<file path="src/rtl/p2c_pkg.sv">
// ----------------------------------------------------------------------------
// p2c_pkg
// Shared widths and reset values for the planar to chunky sprite decoder.
// ----------------------------------------------------------------------------
package p2c_pkg;

    localparam int PIXEL_W       = 5;
    localparam int ROW_OUT_W     = 4;
    localparam int SPRITE_IDX_W  = 10;
    localparam int COUNT_W       = 11;
    localparam int BYTE_W        = 8;
    localparam int PIXELS_PER_WORD = 8;

    localparam logic [COUNT_W-1:0] SPRITE_COUNT_RESET = COUNT_W'(10);

    typedef logic [PIXEL_W-1:0] pixel_t;

endpackage

</file>
<file path="src/rtl/planar_to_chunky_sprite_decoder.sv">
// ----------------------------------------------------------------------------
// planar_to_chunky_sprite_decoder
// Turns bit-plane sprite data plus a mask plane into 5-bit chunky pixels.
// ----------------------------------------------------------------------------
// Usage:
//   s_ channel: one plane byte (and its mask byte) per word, planes in order,
//   each plane covering the whole sprite row by row, left to right.
//   Bytes of the leading planes only fill the line store and give no word on
//   the m_ channel. Each last-plane byte gives one m_ word of eight pixels
//   with row, column group, sprite number and a last-of-sprite flag.
//   m_valid rises in the cycle after acceptance; the block takes one byte
//   every cycle while no last-plane byte waits on the output. The store read
//   for the next byte position is fetched ahead into a register, so the pixel
//   merge is a single level of bit selection feeding the output register.
//   When the receiver stalls, leading-plane bytes are still taken; a
//   last-plane byte waits until the output register is free or emptying.
//   cfg_wr_en writes sprite_count at once; write it only while idle.
//   Reset clears the counters and the output valid; sprite_count returns
//   to 10. The line store holds no reset and needs no clearing pass.
// ----------------------------------------------------------------------------
module planar_to_chunky_sprite_decoder
    import p2c_pkg::*;
#(
    parameter int SPRITE_WIDTH  = 16,
    parameter int SPRITE_HEIGHT = 16,
    parameter int COLOUR_PLANES = 4
) (
    input  logic                     aclk,
    input  logic                     aresetn,

    input  logic                     cfg_wr_en,
    input  logic [COUNT_W-1:0]       cfg_wr_data,

    input  logic                     s_valid,
    output logic                     s_ready,
    input  logic [BYTE_W-1:0]        s_plane_byte,
    input  logic [BYTE_W-1:0]        s_mask_byte,

    output logic                     m_valid,
    input  logic                     m_ready,
    output logic [PIXEL_W-1:0]       m_pixel_0,
    output logic [PIXEL_W-1:0]       m_pixel_1,
    output logic [PIXEL_W-1:0]       m_pixel_2,
    output logic [PIXEL_W-1:0]       m_pixel_3,
    output logic [PIXEL_W-1:0]       m_pixel_4,
    output logic [PIXEL_W-1:0]       m_pixel_5,
    output logic [PIXEL_W-1:0]       m_pixel_6,
    output logic [PIXEL_W-1:0]       m_pixel_7,
    output logic [ROW_OUT_W-1:0]     m_row,
    output logic                     m_column_group,
    output logic [SPRITE_IDX_W-1:0]  m_sprite_index,
    output logic                     m_last_of_sprite
);

    localparam int GROUPS  = SPRITE_WIDTH / 8;
    localparam int BPP     = GROUPS * SPRITE_HEIGHT;
    localparam int POS_W   = (BPP > 1) ? $clog2(BPP) : 1;
    localparam int COL_W   = (GROUPS > 1) ? $clog2(GROUPS) : 1;
    localparam int ROW_W   = (SPRITE_HEIGHT > 1) ? $clog2(SPRITE_HEIGHT) : 1;
    localparam int PLANE_W = (COLOUR_PLANES > 1) ? $clog2(COLOUR_PLANES) : 1;
    localparam int STORED  = (COLOUR_PLANES > 1) ? COLOUR_PLANES - 1 : 1;

    logic [COUNT_W-1:0]      count_reg;
    logic [PLANE_W-1:0]      plane_reg,  plane_next;
    logic [POS_W-1:0]        pos_reg,    pos_next;
    logic [COL_W-1:0]        col_reg,    col_next;
    logic [ROW_W-1:0]        row_reg,    row_next;
    logic [SPRITE_IDX_W-1:0] sprite_reg, sprite_next;

    logic                    last_plane;
    logic                    s_accept;
    logic                    pos_end;
    logic [STORED*8-1:0]     store_rd;

    pixel_t                  pix_next [PIXELS_PER_WORD];
    pixel_t                  pix_reg  [PIXELS_PER_WORD];
    logic                    m_valid_reg;
    logic [ROW_OUT_W-1:0]    row_out_reg;
    logic                    col_out_reg;
    logic [SPRITE_IDX_W-1:0] sprite_out_reg;
    logic                    last_out_reg;

    assign last_plane = (plane_reg == PLANE_W'(COLOUR_PLANES - 1));
    assign s_ready    = !last_plane || !m_valid_reg || m_ready;
    assign s_accept   = s_valid && s_ready;
    assign pos_end    = (pos_reg == POS_W'(BPP - 1));

    // position, plane and sprite counters
    always_comb begin
        logic [COUNT_W-1:0] sprite_inc;
        sprite_inc  = COUNT_W'(sprite_reg) + COUNT_W'(1);
        plane_next  = plane_reg;
        pos_next    = pos_reg;
        col_next    = col_reg;
        row_next    = row_reg;
        sprite_next = sprite_reg;
        if (s_accept) begin
            if (pos_end) begin
                pos_next = '0;
                col_next = '0;
                row_next = '0;
                if (last_plane) begin
                    plane_next = '0;
                    if (sprite_inc >= count_reg) begin
                        sprite_next = '0;
                    end else begin
                        sprite_next = sprite_inc[SPRITE_IDX_W-1:0];
                    end
                end else begin
                    plane_next = plane_reg + PLANE_W'(1);
                end
            end else begin
                pos_next = pos_reg + POS_W'(1);
                if (col_reg == COL_W'(GROUPS - 1)) begin
                    col_next = '0;
                    row_next = row_reg + ROW_W'(1);
                end else begin
                    col_next = col_reg + COL_W'(1);
                end
            end
        end
    end

    always_ff @(posedge aclk) begin
        if (!aresetn) begin
            count_reg  <= SPRITE_COUNT_RESET;
            plane_reg  <= '0;
            pos_reg    <= '0;
            col_reg    <= '0;
            row_reg    <= '0;
            sprite_reg <= '0;
        end else begin
            if (cfg_wr_en) begin
                count_reg <= cfg_wr_data;
            end
            plane_reg  <= plane_next;
            pos_reg    <= pos_next;
            col_reg    <= col_next;
            row_reg    <= row_next;
            sprite_reg <= sprite_next;
        end
    end

    if (COLOUR_PLANES > 1) begin : g_store
        // read address is the next byte position, so the fetch runs ahead of it
        p2c_plane_store #(
            .DEPTH   (BPP),
            .PLANES  (STORED),
            .ADDR_W  (POS_W),
            .PLANE_W (PLANE_W)
        ) u_store (
            .aclk     (aclk),
            .wr_en    (s_accept && !last_plane),
            .wr_plane (plane_reg),
            .wr_addr  (pos_reg),
            .wr_data  (s_plane_byte),
            .rd_addr  (pos_next),
            .rd_data  (store_rd)
        );
    end else begin : g_no_store
        assign store_rd = '0;
    end

    // bit interleave: plane p gives pixel bit p, mask sits above the colour
    always_comb begin
        logic [8:0] px;
        for (int k = 0; k < PIXELS_PER_WORD; k++) begin
            px = '0;
            for (int p = 0; p < COLOUR_PLANES - 1; p++) begin
                px[p] = store_rd[p*8 + 7 - k];
            end
            px[COLOUR_PLANES-1] = s_plane_byte[7-k];
            px[COLOUR_PLANES]   = s_mask_byte[7-k];
            pix_next[k] = px[PIXEL_W-1:0];
        end
    end

    always_ff @(posedge aclk) begin
        if (!aresetn) begin
            m_valid_reg <= 1'b0;
        end else if (s_accept && last_plane) begin
            m_valid_reg <= 1'b1;
        end else if (m_ready) begin
            m_valid_reg <= 1'b0;
        end
    end

    always_ff @(posedge aclk) begin
        if (s_accept && last_plane) begin
            pix_reg        <= pix_next;
            row_out_reg    <= ROW_OUT_W'((ROW_W + ROW_OUT_W)'(row_reg));
            col_out_reg    <= col_reg[0];
            sprite_out_reg <= sprite_reg;
            last_out_reg   <= pos_end;
        end
    end

    assign m_valid          = m_valid_reg;
    assign m_pixel_0        = pix_reg[0];
    assign m_pixel_1        = pix_reg[1];
    assign m_pixel_2        = pix_reg[2];
    assign m_pixel_3        = pix_reg[3];
    assign m_pixel_4        = pix_reg[4];
    assign m_pixel_5        = pix_reg[5];
    assign m_pixel_6        = pix_reg[6];
    assign m_pixel_7        = pix_reg[7];
    assign m_row            = row_out_reg;
    assign m_column_group   = (GROUPS > 1) ? col_out_reg : 1'b0;
    assign m_sprite_index   = sprite_out_reg;
    assign m_last_of_sprite = last_out_reg;

endmodule

</file>
<file path="src/rtl/p2c_plane_store.sv">
// ----------------------------------------------------------------------------
// p2c_plane_store
// Line store for the leading bit-planes: one byte-wide memory per stored
// plane, one write port and one registered read port shared by all planes.
// ----------------------------------------------------------------------------
module p2c_plane_store #(
    parameter int DEPTH   = 32,
    parameter int PLANES  = 3,
    parameter int ADDR_W  = 5,
    parameter int PLANE_W = 2
) (
    input  logic                  aclk,
    input  logic                  wr_en,
    input  logic [PLANE_W-1:0]    wr_plane,
    input  logic [ADDR_W-1:0]     wr_addr,
    input  logic [7:0]            wr_data,
    input  logic [ADDR_W-1:0]     rd_addr,
    output logic [PLANES*8-1:0]   rd_data
);

    for (genvar g = 0; g < PLANES; g++) begin : g_plane
        logic [7:0] mem [DEPTH];
        logic [7:0] rd_reg;
        logic       wr_hit;

        assign wr_hit = wr_en && (wr_plane == PLANE_W'(g));

        always_ff @(posedge aclk) begin
            if (wr_hit) begin
                mem[wr_addr] <= wr_data;
            end
        end

        // a write to the address being fetched goes straight through
        always_ff @(posedge aclk) begin
            if (wr_hit && (wr_addr == rd_addr)) begin
                rd_reg <= wr_data;
            end else begin
                rd_reg <= mem[rd_addr];
            end
        end

        assign rd_data[g*8 +: 8] = rd_reg;
    end

endmodule

</file>
<file path="config.mk">
export PLATFORM = sky130hd
export DESIGN_NAME = planar_to_chunky_sprite_decoder
export DESIGN_NICKNAME = d
export VERILOG_FILES = /design/src/rtl/p2c_pkg.sv /design/src/rtl/planar_to_chunky_sprite_decoder.sv /design/src/rtl/p2c_plane_store.sv
export SDC_FILE = /design/constraint.sdc
export NUM_CORES = 1
export LEC_CHECK = 0
export CORE_MARGIN = 5
export CORE_UTILIZATION = 40
export DETAILED_ROUTE_END_ITERATION = 10
export DONT_BUFFER_PORTS = 1
export PLACE_DENSITY = 0.61
export SLEW_MARGIN = 10
export SYNTH_ARGS = -nofsm -noshare
export SYNTH_HDL_FRONTEND = slang
export SYNTH_HIERARCHICAL = 1
export SYNTH_SLANG_ARGS = --single-unit
</file>
<file path="constraint.sdc">
create_clock -name aclk -period 4.85 [get_ports aclk]
set_input_delay 0.2425 -clock aclk [delete_from_list [all_inputs] [get_ports aclk]]
set_output_delay 0.2425 -clock aclk [all_outputs]
set_load 0.01 [all_outputs]
</file>
==> out/qor.yml <==
worst-path-stages: 4
synth_top_area_share_pct: 72.2
crit_required_ns: 5.08
power_density_nw_per_um2: 405
grt_max_degree: 98
cts_tree: "built"
wirelength_um: 82100
period_share_pct: 66.6
grt_busiest_layer: "met2"
synth_area_per_cell_um2: 16.3
synth-warning-count: 6
grt_util_met1_pct: 23.7
worst_path_max_delay_cell: "nor2_1"
rrSetupSlack_ns: 1.62
synthesis.area_um2: 34300
start_util_pct: 40.2
via_count: 18200
worstSetupEndpoint: "g_store.u_store/g_plane[0].mem[30][5]"
drv_cap: 0
antenna_found_initial: 0
gp_congestion: 0.811
synth_nets: 2149
min_path_type: "primary input to flop"
critPathArrivalTime_ns: 3.46
setup_violations: 0
numPortBuffers: 0
async_reset_ff_share_pct: 0
grt_pass1_wl_um: 120000
clk_latency_ns: 0.65
finalSetupTns_ns: 0
final_nets: 2170
rsz0062_at_grt: "false"
relSlewSlack_pct: 14.8
path_max_fanout: 32
placed_area_um2: 35300
yosys_most_used_dff: "edfxtp_1"
slew_violations: 0
crit_type: "flop to flop"
io_pins: 90
vdd_drop_max_mv: 0.237
r2r_start: "plane_reg[0]"
antenna_cells: 0
cp_num_buf_inv: 0
nFillCells: 7388
largest_register_ffs: 768
stdcell_area_um2: 38500
first_pass_iters: 6
fin_worst_skew_ns: 0.0318
fp.dieH_um: 303
dieWidth_um: 303
crit_path_max_incr_delay_ns: 1.10
syn_inst: 2101
hpwl_um: 48500
ys_types: 51
antenna_left: 0
final_common_cell: "edfxtp_1"
post-route-min-period_ns: 3.23
drc: 0
ctsRootBufferMaster: "clkbuf_16"
grtUsageTotal_pct: 17.6
htreeDepth: 3
reg2reg_depth: 4
status: "completed"
cp-start-kind: "flop"
cp_cell_sequence: "ha_1, nor2b_1, or3b_2, nor2_1"
synth_edf_count: 824
grt_pass1_vias: 18200
cp_top_family: "simple AND/OR/NAND/NOR gates"
area_growth_pct: 12.4
wl_per_cell_um: 24.6
synth_seq_cells: 863
dieArea_um2: 91600
hold_viol_final: 0
cp-end-kind: "flop"
p_leak_nw: 13.0
dr.first_iter.drc_count: 1608
avgViaCountPerCell: 5.46
layout_common_cells: "824 x edfxtp_1, 394 x mux2i_1, 132 x nand2_1, 104 x nor2_1, 91 x clkbuf_16"
cts_buffers: 89
rows: 107
core_area_um2: 85100
gr-usage-met3_pct: 3.23
cts.sinks: 863
clkSlewWorstSetupHoldPaths_ns: 0.06
yosys.area.top_type: "edfxtp_1"
worst_pin_slew_ns: 1.27
ys_seq_area_share_pct: 74.5
fmax_ghz: 0.310
clk_path_buf_depth: 3
grt-ovfl-total: 0
cp-startpoint: "plane_reg[0]"
grt_use_met2_pct: 29.0
drive_above_1_share_pct: 7.63
synthTopCellsByArea: "edfxtp_1 72%, mux2i_1 12%, dfxtp_1 2.3%, a22oi_1 1.6%, nand2_1 1.4%"
r2r_end: "g_store.u_store/g_plane[0].mem[30][5]"
==> metrics by stage <==
stage               cells  hold slack [ns]  total power (W)  util (%)  setup WS (ns)
floorplan            2101            0.341          0.00896         -           1.20
global placement     3142            0.341          0.00912      41.4           1.61
finish               3334           0.0441           0.0156      45.2           1.62
global route         3334           0.0528           0.0161      45.2           1.47
CTS                  3333           0.0432           0.0157      45.2           1.62
detailed placement   3142            0.341          0.00913      41.4           1.64
==> kinds of logic (layout without fill, tap and decap cells) <==
family	after synthesis	count (layout)	share of synthesized area, %
xor+xnor	7	7	0.179
mux	396	396	11.6
flops	863	863	74.5
simple gates	428	428	5.77
compound gates	257	257	5.17
fa+ha+maj	16	16	0.584
buf+inv	134	223	2.21
==> final cells by class <==
type	instances	area [um2]	share of cell area (%)
Clock inverter	53	424	1.10
Multi-Input combinational cell	1104	8010	20.8
Tap cell	1144	1430	3.72
Inverter	10	37.5	0.0975
Sequential cell	863	25500	66.3
Clock buffer	106	2330	6.06
Timing Repair Buffer	54	736	1.91
==> where the power goes <==
part	total, W	switching [W]	internal (W)	leakage [nW]
combinational	0.000922	0.000578	0.000344	3.95
sequential	0.00821	0.0000335	0.00818	7.75
clock	0.00647	0.00277	0.00370	1.34
==> worst min path at each step <==
stage	depth (start not counted)	start	to
after global placement	0	s_mask_byte[3]	m_pixel_4[4]
final	1	s_plane_byte[7]	g_store.u_store/g_plane[2].mem[31][7]
after floorplan	0	s_plane_byte[0]	g_store.u_store/g_plane[0].mem[0][0]
after CTS	1	s_plane_byte[1]	m_pixel_6[3]
after detailed placement	0	s_mask_byte[3]	m_pixel_4[4]
after global routing	1	s_plane_byte[7]	g_store.u_store/g_plane[2].mem[31][7]
==> cells in the mapped netlist (all sizes together) (3+ instances only) <==
cell type / count
a31oi: 25
nand2b: 9
nand3: 85
mux2i: 394
a22oi: 72
nor2b: 19
and3: 5
a21oi: 75
o22ai: 6
edfxtp: 824
dfxtp: 39
nor4: 4
o31ai: 3
ha: 16
a21boi: 6
nand4: 5
buf: 68
o21ai: 12
nor3b: 7
nand3b: 6
clkbuf: 56
xnor2: 6
o211ai: 4
nor3: 29
nand2: 133
a22o: 48
and2: 10
inv: 10
nor2: 106
==> metal layers <==
layer  wire length [um]  share of wire, %
met1              34100                41
met2              40100                49
met3               5530               6.7
met4               2450               3.0
met5                  0                 0
==> what timing repair did <==
action,in CTS,in global routing
endpoints found under the hold margin,819,0
resized for setup,0,0
setup buffers,0,0
hold buffers,32,0
==> worst reg2reg max path: stages (launching register included) <==
cell,delay [ns]
dfxtp_1,0.35
ha_1,0.27
nor2b_1,0.20
or3b_2,0.87
nor2_1,1.12
No activity file was read; power rests on OpenSTA's default activity.
